### src/rtl/core/swfp_pkg.sv
`timescale 1ns / 1ps
// ----------------------------------------------------------------------------
// swfp_pkg
// shared constants, register indexes and control bundles of the sync word
// frame parser
// ----------------------------------------------------------------------------
package swfp_pkg;

  localparam int FRAME_LEN_DEF = 32;
  localparam int BYTE_W        = 8;
  localparam int CFG_IDX_W     = 2;

  // configuration register indexes
  localparam logic [CFG_IDX_W-1:0] REG_SYNC_FIRST    = 2'd0;
  localparam logic [CFG_IDX_W-1:0] REG_SYNC_SECOND   = 2'd1;
  localparam logic [CFG_IDX_W-1:0] REG_TRAILER_VALUE = 2'd2;

  // register reset values
  localparam logic [BYTE_W-1:0] SYNC_FIRST_RST    = 8'hEB;
  localparam logic [BYTE_W-1:0] SYNC_SECOND_RST   = 8'h90;
  localparam logic [BYTE_W-1:0] TRAILER_VALUE_RST = 8'h20;

  // front -> frame buffer
  typedef struct packed {
    logic wr_en;
    logic commit;
  } wr_ctl_t;

  // back -> frame buffer
  typedef struct packed {
    logic rd_en;
    logic done;
  } rd_ctl_t;

  // frame buffer status
  typedef struct packed {
    logic wr_free;
    logic avail;
  } buf_st_t;

endpackage

### src/rtl/core/swfp_front.sv
`timescale 1ns / 1ps
// ----------------------------------------------------------------------------
// swfp_front
// sync hunt and frame fill: classifies each received byte and writes the
// frame into the free buffer bank, committing it on a trailer match
// ----------------------------------------------------------------------------
module swfp_front #(
  parameter int FRAME_LEN = swfp_pkg::FRAME_LEN_DEF,
  localparam int IDX_W    = $clog2(FRAME_LEN)
) (
  input  logic                        clk,
  input  logic                        rst_n,
  input  logic                        in_valid,
  output logic                        in_stall,
  input  logic [swfp_pkg::BYTE_W-1:0] in_rx_byte,
  input  logic [swfp_pkg::BYTE_W-1:0] sync_first,
  input  logic [swfp_pkg::BYTE_W-1:0] sync_second,
  input  logic [swfp_pkg::BYTE_W-1:0] trailer_value,
  input  swfp_pkg::buf_st_t           buf_st,
  output swfp_pkg::wr_ctl_t           wr_ctl,
  output logic [IDX_W-1:0]            wr_idx,
  output logic [swfp_pkg::BYTE_W-1:0] wr_data
);

  typedef enum logic [1:0] {
    PH_HUNT1,
    PH_HUNT2,
    PH_FILL,
    PH_TRAIL
  } phase_t;

  // frame is full right after the second sync byte only for tiny frames
  localparam logic SHORT_FRAME = (FRAME_LEN <= 3);

  phase_t           phase_r, phase_nxt;
  logic [IDX_W-1:0] idx_r, idx_nxt;
  logic             accept;

  assign in_stall = !buf_st.wr_free;
  assign accept   = in_valid && buf_st.wr_free;
  assign wr_data  = in_rx_byte;

  always_comb begin
    phase_nxt = phase_r;
    idx_nxt   = idx_r;
    wr_ctl    = '0;
    wr_idx    = idx_r;
    if (accept) begin
      case (phase_r)
        PH_HUNT1: begin
          if (in_rx_byte == sync_first) begin
            wr_ctl.wr_en = 1'b1;
            wr_idx       = '0;
            idx_nxt      = IDX_W'(1);
            phase_nxt    = PH_HUNT2;
          end
        end
        PH_HUNT2: begin
          if (in_rx_byte == sync_second) begin
            wr_ctl.wr_en = 1'b1;
            wr_idx       = IDX_W'(1);
            idx_nxt      = IDX_W'(2);
            phase_nxt    = SHORT_FRAME ? PH_TRAIL : PH_FILL;
          end else begin
            phase_nxt = PH_HUNT1;
          end
        end
        PH_FILL: begin
          wr_ctl.wr_en = 1'b1;
          idx_nxt      = idx_r + IDX_W'(1);
          if (idx_r == IDX_W'(FRAME_LEN - 2)) begin
            phase_nxt = PH_TRAIL;
          end
        end
        PH_TRAIL: begin
          // mismatching trailer drops the frame silently
          if (in_rx_byte == trailer_value) begin
            wr_ctl.wr_en  = 1'b1;
            wr_ctl.commit = 1'b1;
            wr_idx        = IDX_W'(FRAME_LEN - 1);
          end
          phase_nxt = PH_HUNT1;
        end
        default: begin
          phase_nxt = PH_HUNT1;
        end
      endcase
    end
  end

  always_ff @(posedge clk) begin
    if (!rst_n) begin
      phase_r <= PH_HUNT1;
      idx_r   <= '0;
    end else begin
      phase_r <= phase_nxt;
      idx_r   <= idx_nxt;
    end
  end

endmodule

### src/rtl/core/swfp_frame_buf.sv
`timescale 1ns / 1ps
// ----------------------------------------------------------------------------
// swfp_frame_buf
// two-bank frame memory acting as the queue between front and back; a bank
// is full from commit until the back has read its last byte
// ----------------------------------------------------------------------------
module swfp_frame_buf #(
  parameter int FRAME_LEN = swfp_pkg::FRAME_LEN_DEF,
  localparam int IDX_W    = $clog2(FRAME_LEN),
  localparam int ADDR_W   = $clog2(2 * FRAME_LEN)
) (
  input  logic                        clk,
  input  logic                        rst_n,
  input  swfp_pkg::wr_ctl_t           wr_ctl,
  input  logic [IDX_W-1:0]            wr_idx,
  input  logic [swfp_pkg::BYTE_W-1:0] wr_data,
  input  swfp_pkg::rd_ctl_t           rd_ctl,
  input  logic [IDX_W-1:0]            rd_idx,
  output logic [swfp_pkg::BYTE_W-1:0] rd_data,
  output swfp_pkg::buf_st_t           buf_st
);

  logic [swfp_pkg::BYTE_W-1:0] mem [2*FRAME_LEN];

  logic        wbank_r;
  logic        rbank_r;
  logic [1:0]  full_r;
  logic [1:0]  full_nxt;
  logic [ADDR_W-1:0] wr_addr;
  logic [ADDR_W-1:0] rd_addr;

  assign wr_addr = wbank_r ? ADDR_W'(FRAME_LEN) + ADDR_W'(wr_idx) : ADDR_W'(wr_idx);
  assign rd_addr = rbank_r ? ADDR_W'(FRAME_LEN) + ADDR_W'(rd_idx) : ADDR_W'(rd_idx);

  assign buf_st.wr_free = !full_r[wbank_r];
  assign buf_st.avail   = full_r[rbank_r];

  always_comb begin
    full_nxt = full_r;
    if (wr_ctl.commit) begin
      full_nxt[wbank_r] = 1'b1;
    end
    if (rd_ctl.done) begin
      full_nxt[rbank_r] = 1'b0;
    end
  end

  always_ff @(posedge clk) begin
    if (wr_ctl.wr_en) begin
      mem[wr_addr] <= wr_data;
    end
    if (rd_ctl.rd_en) begin
      rd_data <= mem[rd_addr];
    end
  end

  always_ff @(posedge clk) begin
    if (!rst_n) begin
      wbank_r <= 1'b0;
      rbank_r <= 1'b0;
      full_r  <= '0;
    end else begin
      full_r <= full_nxt;
      if (wr_ctl.commit) begin
        wbank_r <= !wbank_r;
      end
      if (rd_ctl.done) begin
        rbank_r <= !rbank_r;
      end
    end
  end

endmodule

### src/rtl/core/swfp_back.sv
`timescale 1ns / 1ps
// ----------------------------------------------------------------------------
// swfp_back
// frame replay: reads a committed bank byte by byte into the output
// register, marking the final byte
// ----------------------------------------------------------------------------
module swfp_back #(
  parameter int FRAME_LEN = swfp_pkg::FRAME_LEN_DEF,
  localparam int IDX_W    = $clog2(FRAME_LEN)
) (
  input  logic                        clk,
  input  logic                        rst_n,
  input  swfp_pkg::buf_st_t           buf_st,
  output swfp_pkg::rd_ctl_t           rd_ctl,
  output logic [IDX_W-1:0]            rd_idx,
  input  logic [swfp_pkg::BYTE_W-1:0] rd_data,
  output logic                        out_valid,
  input  logic                        out_stall,
  output logic [swfp_pkg::BYTE_W-1:0] out_frame_byte,
  output logic                        out_frame_last
);

  logic [IDX_W-1:0]            rd_idx_r;
  logic [IDX_W-1:0]            rd_idx_nxt;
  logic                        pend_r;
  logic                        pend_last_r;
  logic                        out_valid_r;
  logic [swfp_pkg::BYTE_W-1:0] out_byte_r;
  logic                        out_last_r;
  logic                        out_take;
  logic                        issue;
  logic                        is_last;

  assign out_take = out_valid_r && !out_stall;
  // one read in flight; it may only start when the output slot will be empty
  assign issue    = buf_st.avail && !pend_r && (!out_valid_r || out_take);
  assign is_last  = (rd_idx_r == IDX_W'(FRAME_LEN - 1));

  assign rd_ctl.rd_en = issue;
  assign rd_ctl.done  = issue && is_last;
  assign rd_idx       = rd_idx_r;
  assign rd_idx_nxt   = is_last ? '0 : rd_idx_r + IDX_W'(1);

  assign out_valid      = out_valid_r;
  assign out_frame_byte = out_byte_r;
  assign out_frame_last = out_last_r;

  always_ff @(posedge clk) begin
    if (issue) begin
      pend_last_r <= is_last;
    end
    if (pend_r) begin
      out_byte_r <= rd_data;
      out_last_r <= pend_last_r;
    end
  end

  always_ff @(posedge clk) begin
    if (!rst_n) begin
      rd_idx_r    <= '0;
      pend_r      <= 1'b0;
      out_valid_r <= 1'b0;
    end else begin
      pend_r <= issue;
      if (issue) begin
        rd_idx_r <= rd_idx_nxt;
      end
      if (pend_r) begin
        out_valid_r <= 1'b1;
      end else if (out_take) begin
        out_valid_r <= 1'b0;
      end
    end
  end

endmodule

### src/rtl/core/sync_word_frame_parser.sv
`timescale 1ns / 1ps
// ----------------------------------------------------------------------------
// sync_word_frame_parser
// hunts a two-byte sync word, collects a FRAME_LEN-byte frame, checks its
// final byte against a trailer value and replays accepted frames
// ----------------------------------------------------------------------------
// Received bytes are taken at one per cycle while hunting and filling; the
// input only stalls when both frame banks hold accepted frames not yet fully
// replayed. An accepted frame is replayed as FRAME_LEN result requests with
// one read in flight on the single frame memory read port. The first byte
// passes the bank full flag, the read register and the output register after
// the trailer byte is taken. Filling of the next frame overlaps replay of the
// previous one through the second bank. No clearing pass is needed after
// reset.
// ----------------------------------------------------------------------------
module sync_word_frame_parser #(
  parameter int FRAME_LEN = swfp_pkg::FRAME_LEN_DEF
) (
  input  logic                           clk,
  input  logic                           rst_n,
  // received byte requests
  input  logic                           in_valid,
  output logic                           in_stall,
  input  logic [swfp_pkg::BYTE_W-1:0]    in_rx_byte,
  // replayed frame byte requests
  output logic                           out_valid,
  input  logic                           out_stall,
  output logic [swfp_pkg::BYTE_W-1:0]    out_frame_byte,
  output logic                           out_frame_last,
  // configuration writes
  input  logic                           cfg_valid,
  output logic                           cfg_ready,
  input  logic [swfp_pkg::CFG_IDX_W-1:0] cfg_index,
  input  logic [swfp_pkg::BYTE_W-1:0]    cfg_wdata
);

  localparam int IDX_W = $clog2(FRAME_LEN);

  logic [swfp_pkg::BYTE_W-1:0] sync_first_r;
  logic [swfp_pkg::BYTE_W-1:0] sync_second_r;
  logic [swfp_pkg::BYTE_W-1:0] trailer_value_r;

  swfp_pkg::wr_ctl_t           wr_ctl;
  swfp_pkg::rd_ctl_t           rd_ctl;
  swfp_pkg::buf_st_t           buf_st;
  logic [IDX_W-1:0]            wr_idx;
  logic [IDX_W-1:0]            rd_idx;
  logic [swfp_pkg::BYTE_W-1:0] wr_data;
  logic [swfp_pkg::BYTE_W-1:0] rd_data;

  // config writes are always accepted and registered; unknown indexes are dropped
  assign cfg_ready = 1'b1;

  always_ff @(posedge clk) begin
    if (!rst_n) begin
      sync_first_r    <= swfp_pkg::SYNC_FIRST_RST;
      sync_second_r   <= swfp_pkg::SYNC_SECOND_RST;
      trailer_value_r <= swfp_pkg::TRAILER_VALUE_RST;
    end else if (cfg_valid && cfg_ready) begin
      case (cfg_index)
        swfp_pkg::REG_SYNC_FIRST:    sync_first_r    <= cfg_wdata;
        swfp_pkg::REG_SYNC_SECOND:   sync_second_r   <= cfg_wdata;
        swfp_pkg::REG_TRAILER_VALUE: trailer_value_r <= cfg_wdata;
        default: begin
        end
      endcase
    end
  end

  // front: sync hunt and frame fill
  swfp_front #(
    .FRAME_LEN(FRAME_LEN)
  ) u_front (
    .clk          (clk),
    .rst_n        (rst_n),
    .in_valid     (in_valid),
    .in_stall     (in_stall),
    .in_rx_byte   (in_rx_byte),
    .sync_first   (sync_first_r),
    .sync_second  (sync_second_r),
    .trailer_value(trailer_value_r),
    .buf_st       (buf_st),
    .wr_ctl       (wr_ctl),
    .wr_idx       (wr_idx),
    .wr_data      (wr_data)
  );

  // two-bank frame memory between the halves
  swfp_frame_buf #(
    .FRAME_LEN(FRAME_LEN)
  ) u_frame_buf (
    .clk    (clk),
    .rst_n  (rst_n),
    .wr_ctl (wr_ctl),
    .wr_idx (wr_idx),
    .wr_data(wr_data),
    .rd_ctl (rd_ctl),
    .rd_idx (rd_idx),
    .rd_data(rd_data),
    .buf_st (buf_st)
  );

  // back: frame replay
  swfp_back #(
    .FRAME_LEN(FRAME_LEN)
  ) u_back (
    .clk           (clk),
    .rst_n         (rst_n),
    .buf_st        (buf_st),
    .rd_ctl        (rd_ctl),
    .rd_idx        (rd_idx),
    .rd_data       (rd_data),
    .out_valid     (out_valid),
    .out_stall     (out_stall),
    .out_frame_byte(out_frame_byte),
    .out_frame_last(out_frame_last)
  );

  // front never writes into a bank still waiting for replay
  a_wr_bank_free: assert property (@(posedge clk) disable iff (!rst_n)
    wr_ctl.wr_en |-> buf_st.wr_free)
    else $error("frame write into an occupied bank");

  // back only reads a committed bank
  a_rd_bank_avail: assert property (@(posedge clk) disable iff (!rst_n)
    rd_ctl.rd_en |-> buf_st.avail)
    else $error("frame read from an empty bank");

  // a sync_first write takes effect on the next cycle
  a_cfg_sync_first: assert property (@(posedge clk) disable iff (!rst_n)
    (cfg_valid && cfg_ready && cfg_index == swfp_pkg::REG_SYNC_FIRST)
    |=> sync_first_r == $past(cfg_wdata))
    else $error("sync_first register not updated");

endmodule

### config.mk
export PLATFORM = sky130hd
export DESIGN_NAME = sync_word_frame_parser
export DESIGN_NICKNAME = d
export VERILOG_FILES = /design/src/rtl/core/swfp_pkg.sv /design/src/rtl/core/swfp_front.sv /design/src/rtl/core/swfp_frame_buf.sv /design/src/rtl/core/swfp_back.sv /design/src/rtl/core/sync_word_frame_parser.sv
export SDC_FILE = /design/constraint.sdc
export NUM_CORES = 1
export LEC_CHECK = 0
export BUFFER_PORTS_ARGS = -buffer_cell sky130_fd_sc_hd__buf_2
export CAP_MARGIN = 40
export CORE_MARGIN = 1.5
export CORE_UTILIZATION = 55
export DETAILED_ROUTE_END_ITERATION = 10
export GPL_ROUTABILITY_DRIVEN = 0
export PLACE_DENSITY = 0.85
export REMOVE_ABC_BUFFERS = 1
export SYNTH_ARGS = -nofsm -noshare
export SYNTH_HDL_FRONTEND = slang
export SYNTH_SLANG_ARGS = --single-unit
### constraint.sdc
create_clock -name clk -period 3.3 [get_ports clk]
set_clock_uncertainty 0.15 [all_clocks]
set_input_delay 0.165 -clock clk [delete_from_list [all_inputs] [get_ports clk]]
set_output_delay 0.165 -clock clk [all_outputs]
set_load 0.005 [all_outputs]
## Word-level counts from Yosys, hierarchy flattened

Memory sizes are Yosys's and may differ from the RTL's. A register that Yosys moved wholly into a read port is not among the register bits.
Cells that the tools add are included.

| storage, ports and cells | value |
|---|---|
| bits in writable memories | 512 |
| bits of input ports | 23 |
| register bits after elaboration | 52 |
| memories | 1 |
| output and inout port bits | 12 |

Memory list:

| name | depth | bits a word | read ports | clocked after Yosys merged registers in | write ports | line | source |
|---|---|---|---|---|---|---|---|
| u_frame_buf.mem | 64 | 8 | 1 | 1 | 1 | swfp_frame_buf.sv:23 | `logic [swfp_pkg::BYTE_W-1:0] mem [2*FRAME_LEN];` |

| operators by class | value |
|---|---|
| bitwise operators | 3 |
| reductions and logical operators | 23 |
| magnitude comparators | 4 |
| muxes and demuxes | 35 |
| equality and inequality tests | 13 |
| add/sub/neg operators | 4 |

Operators with widths:

| cell | count |
|---|---|
| 5-bit 2-to-1 mux | 7 |
| 5-bit case mux with 3 select lines | 2 |
| 8-bit == test | 3 |
| 2-bit 2-to-1 mux | 7 |
| 1-bit 2-to-1 mux | 13 |
| 6-bit by 5-bit adder with 6-bit output (first input constant) | 2 |
| 6-bit 2-to-1 mux | 2 |
| 5-bit by 1-bit adder with 5-bit output (second input constant) | 2 |
| 5-bit == test (second input constant) | 2 |
| 2-bit case mux with 4 select lines | 1 |
| 1-bit logical AND | 7 |
| 2-bit == test (second input constant) | 3 |
| 1-bit logical NOT | 6 |
| 2-bit by 1-bit != test with 1-bit output (second input constant) | 3 |
| 2-bit AND reduction | 3 |
| 2-bit by 1-bit == test with 1-bit output (second input constant) | 2 |
| 2-bit logical NOT | 2 |
| 1-bit by 2-bit less-than comparator with 1-bit output (second input constant) | 2 |
| 1-bit case mux with 4 select lines | 1 |
| 4-bit AND reduction | 1 |
| 3-bit AND reduction | 1 |
| 3-bit nonzero test | 1 |
| 2-bit bitwise AND | 1 |
| 1-bit demux with 1-bit select | 2 |
| other kinds (5) | 6 |

## Depth between registers and ports, before layout

| depth | value |
|---|---|
| depth in word-level cells | 8 |
| mapped depth | 10 |
| mapped depth without buffers | 8 |

## Modules after synthesis

Synthesis repeated with hierarchy kept, for this count alone.

| unflattened totals | value |
|---|---|
| cells, all modules | 1217 |
| area, all modules | 22953.3 µm² |

Modules (own cells, without submodules):

| module | cells an instance | area each (µm²) | times used |
|---|---|---|---|
| swfp_frame_buf | 946 | 20305.7 | 1 |
| sync_word_frame_parser | 103 | 1009.7 | 1 |
| swfp_front | 121 | 1006.0 | 1 |
| swfp_back | 47 | 631.9 | 1 |

## Worst setup path after synthesis

Ideal clock, no wire load.

| timing path | value |
|---|---|
| kind | register to register |
| start | register u_front.phase_r[0] |
| end | memory u_frame_buf.mem[2][0] in the netlist's numbering, enable pin |
| required time | 2755 ps |
| data arrival time | 2636 ps |
| setup slack | 120 ps |
| stages on the path, launching flop included | 7 |
| path buffers | 0 |
| cells stage by stage | dfxtp_1 > ha_1 > nand2_1 > or3_1 > a311oi_4 > nand2_1 > nor4_1 |

| on the way | value |
|---|---|
| longest elaborated chain between the ends | 5 |
| elaborated cells between the ends (all ways) | 12 |
| classes of those cells | add/sub: 1; eq/ne: 3; mux: 7; reduce/logical: 1 |

RTL lines:

| item | line | source |
|---|---|---|
| from (decl) | swfp_front.sv:35 | `phase_t phase_r, phase_nxt;` |
| from (signal assigned) | swfp_front.sv:96 | `phase_r <= phase_nxt;` |
| 2-bit == test (tied with other cells) | swfp_front.sv:49 | `case (phase_r)` |
| 5-bit case mux with 3 select lines / 1-bit case mux with 4 select lines (equally long branches) | swfp_front.sv:49 |  |
| 5-bit 2-to-1 mux / 2-bit 2-to-1 mux (equally long branches) | swfp_front.sv:48 | `if (accept) begin` |
| 6-bit by 5-bit adder with 6-bit output / 1-bit 2-to-1 mux (equally long branches) | swfp_frame_buf.sv:32, swfp_frame_buf.sv:49 |  |
| 6-bit 2-to-1 mux / 1-bit 2-to-1 mux (equally long branches) | swfp_frame_buf.sv:32, swfp_frame_buf.sv:50 |  |
| to (decl) | swfp_frame_buf.sv:23 |  |

Parallel ways exist; a longest one is shown, timed or not.

## Final worst setup path

| timing path | value |
|---|---|
| start | input in_rx_byte[4] in the netlist's numbering |
| end | memory u_frame_buf.mem[41][5] in the netlist's numbering, enable pin |

| on the way | value |
|---|---|
| longest elaborated chain between the ends | 6 |
| elaborated cells between the ends (all ways) | 17 |
| classes of those cells | add/sub: 1; eq/ne: 3; mux: 13 |

RTL lines:

| item | line | source |
|---|---|---|
| from (decl) | sync_word_frame_parser.sv:24 | `input logic [swfp_pkg::BYTE_W-1:0] in_rx_byte,` |
| 8-bit == test (on tied branches) | swfp_front.sv:77, swfp_front.sv:59, swfp_front.sv:51 |  |
| 5-bit 2-to-1 mux (tied with other cells) | swfp_front.sv:77 | `if (in_rx_byte == trailer_value) begin` |
| 5-bit case mux with 3 select lines / 1-bit case mux with 4 select lines (equally long branches) | swfp_front.sv:49 |  |
| 5-bit 2-to-1 mux / 2-bit 2-to-1 mux (equally long branches) | swfp_front.sv:48 |  |
| 6-bit by 5-bit adder with 6-bit output / 1-bit 2-to-1 mux (equally long branches) | swfp_frame_buf.sv:32, swfp_frame_buf.sv:49 |  |
| 6-bit 2-to-1 mux / 1-bit 2-to-1 mux (equally long branches) | swfp_frame_buf.sv:32, swfp_frame_buf.sv:50 |  |

Parallel ways exist; a longest one is shown, timed or not.

==> out/metrics.cfg <==
[outcome]
status=finished, violations left
violations=setup timing

[clocking]
path_clk_slew_ns=0.07
cts_root_buf=clkbuf_16
cts.sinks=572
cts_tree=done
htreeDepth=2
clk_latency_ns=0.61
clockBufferDepth=3
numCtsBuffers=54

[sta]
tightest_slew_ns=0.7744
period_minus_slack_ns=3.344
drv_slew=0
clock.fmax_ghz=0.2990
setup_tns_ns=-0.3218
final.setup.worst_slack_ns=-0.04400
setup_viol=8
min_period_over_period_pct=101.3
hold_viol=0
relSlewSlack_pct=48.38

[yosys]
synth_edf_count=530
ys_top_cells_by_count=530 x edfxtp_1, 159 x mux4_2, 51 x nor3_1
synth_top_flop_cell=edfxtp_1
post-synth-top-count-cell=edfxtp_1
yosys.area.top_type_share_pct=70.01
seq_area_frac_synth_pct=73.71
yosysTopAreaCell=edfxtp_1
postSynthAreaPerCell_um2=20.32
yosysWarnings=0
syn_inst=1119
synth.distinct_cells=51
synth-async-reset-ratio_pct=0
synth_area_leaders=edfxtp_1 70%, mux4_2 16%, dfxtp_1 3.7%
synth_seq_cells=572
synth_area_um2=22730

[route]
drt_wl_total_mm=55.17
vias=12290
drc=0
viasPerCell=6.614
drt_iter0_markers=1707
drt-pass1-iter-count=6
wire_per_inst_um=29.69
final_antenna_net_count=0

[setup_path]
cp-start-kind=input port
critPathCaptureType=flip-flop
required_ns=3.46
critical_path_class=input port to flip-flop
cp_max_fo=10
critPathArrivalTime_ns=3.50

[floorplan]
core_region_area_um2=40830
die_x_um=206.3
num_io_pins=35
rows=74
initial_core_util_pct=55.68
die_area_um2=42560
die_y_um=206.3

[cells_and_area]
drive_gt1_share_pct=30.09
fill_cells=2537
syn2layout_area_growth_pct=15.23
nNetsFinal=1315
antenna_cells=0
final_area_um2=26200
post-route-util_pct=64.16

[placement]
io_buffer_count=33
dp_hpwl_mm=33.42
place_area_um2=24210

[global_route]
first_global_vias=12420
antenna_found_initial=1
grt_max_degree=65
grt-ovfl-total=0
grt_pass1_wl_mm=80.44
globalRouteTotalUtil_pct=26.50

[pwr]
vdd_drop_max_v=0.0004314
p_leak_nw=8.272
power_density_nw_per_um2=532.8

[min_path]
hp-class=input port to flip-flop

[flow_run]
max_cap_viol_count=0

[state kept, by name, indices dropped and copies added (netlist names), named ones only]
register / cells
u_frame_buf.full_r: 2
u_back.out_frame_byte: 8
u_frame_buf.mem: 512
u_frame_buf.rd_data: 8
sync_second_r: 8
u_back.out_frame_last: 1
u_back.out_valid: 1
u_back.pend_r: 1
u_front.phase_r: 1
trailer_value_r: 8
u_frame_buf.rbank_r: 1
u_front.idx_r: 5
u_back.rd_idx: 5
sync_first_r: 8
u_back.pend_last_r: 1
u_frame_buf.wbank_r: 1
[cells by family after synthesis]
group / Yosys count / synth area share, %
AO/OA/AOI/OAI: 50 / 1.673
XOR/XNOR: 25 / 0.9632
adder cells (fa/ha/maj): 9 / 0.4954
buffers and inverters: 74 / 1.409
flip-flops: 572 / 73.71
multiplexers: 183 / 16.81
other: 1 / 0.01650
AND/OR/NAND/NOR: 205 / 4.926
[power breakdown]
part / leakage, nW / total [mW] / switching (mW) / internal, mW
clock: 0.803 / 5.77 / 2.64 / 3.13
sequential: 5.11 / 7.92 / 0.00890 / 7.92
combinational: 2.36 / 0.261 / 0.181 / 0.0796
total: 8.27 / 14.0 / 2.83 / 11.1
[layout by cell type, fill, tap and decap left out, types with 3 or more instances in the layout]
master         count
buf_4             98
ha_1               9
o21a_1             3
mux4_2           159
a21boi_0           4
clkinv_2          12
nor3b_1            3
a21oi_1            8
dlygate4sd3_1     30
clkinv_4           4
mux2i_1           24
nor4_1             9
clkinv_1          14
inv_1              8
buf_12             9
a22oi_1           16
edfxtp_1         530
nand4_1           14
nor2b_1           28
clkbuf_1          10
o21ai_0            6
xor2_1             8
or4_1              4
or2_2              3
buf_2             37
nor4_2             5
and2_1            10
nand3b_1           3
nand2_1           37
clkbuf_16         55
nand3_1           18
nor3_1            50
nor2_1            11
dfxtp_1           39
xnor2_1           17
[worst max-delay path, stage by stage]
cell and delay (ns):
dlygate4sd3_1 0.61, buf_2 0.28, xnor2_1 0.15, nand4_1 0.14
or3_1 0.40, a311oi_4 0.44, buf_4 0.21, a21bo_1 0.38
nor4_2 0.41, buf_4 0.29
[per-layer routing]
metal  GRT usage (%)  vias to the layer above  part of all wire [%]
met5               0                        -                     0
met4           11.67                        0                   5.0
met3           5.030                      191                   9.4
met2           43.62                      860                    50
met1           34.74                     6279                    36
li1                -                     4958                     -
[path summary, 6_finish.rpt]
check	slack, ns	start	depth (start not counted)	to
min	0.03	in_rx_byte[3]	2	u_frame_buf.mem[16][3]
min reg2reg	0.27	u_frame_buf.rd_data[3]	0	u_back.out_frame_byte[3]
max	-0.04	in_rx_byte[4]	10	u_frame_buf.mem[41][5]
max reg2reg	0.01	sync_second_r[3]	9	u_frame_buf.mem[41][5]
[metrics by stage]
step | instances | setup slack, ns | hold WS, ns | total power [mW]
3_5_place_dp | 1727 | 0.06202 | 0.2545 | 8.307
6_report | 1858 | -0.04400 | 0.03109 | 13.96
5_1_grt | 1858 | -0.08773 | 0.02505 | 14.28
4_1_cts | 1856 | 0.04771 | 0.02139 | 13.99
3_3_place_gp | 1723 | 0.1536 | 0.2566 | 8.296
2_1_floorplan | 1053 | -3.786 | 0.07694 | 8.139
[cell type report]
cell class                 instances  area, um^2  area share [%]
clock buffer                      65        1414           5.397
clock inverter                    34       215.2          0.8215
inverter                           8       30.03          0.1146
multi-input combinational        473        5705           21.78
sequential                       572       16760           64.00
tap                              532       665.6           2.541
timing repair buffer             174        1401           5.349
[repair_timing]
item                                    in CTS  in global routing
gates resized for setup                      0                  4
setup buffers                                0                  2
hold buffers                                30                  0
endpoints found under the setup margin       0                144
hold endpoints to repair                    89                  0
No activity file was read; power rests on OpenSTA's default activity.
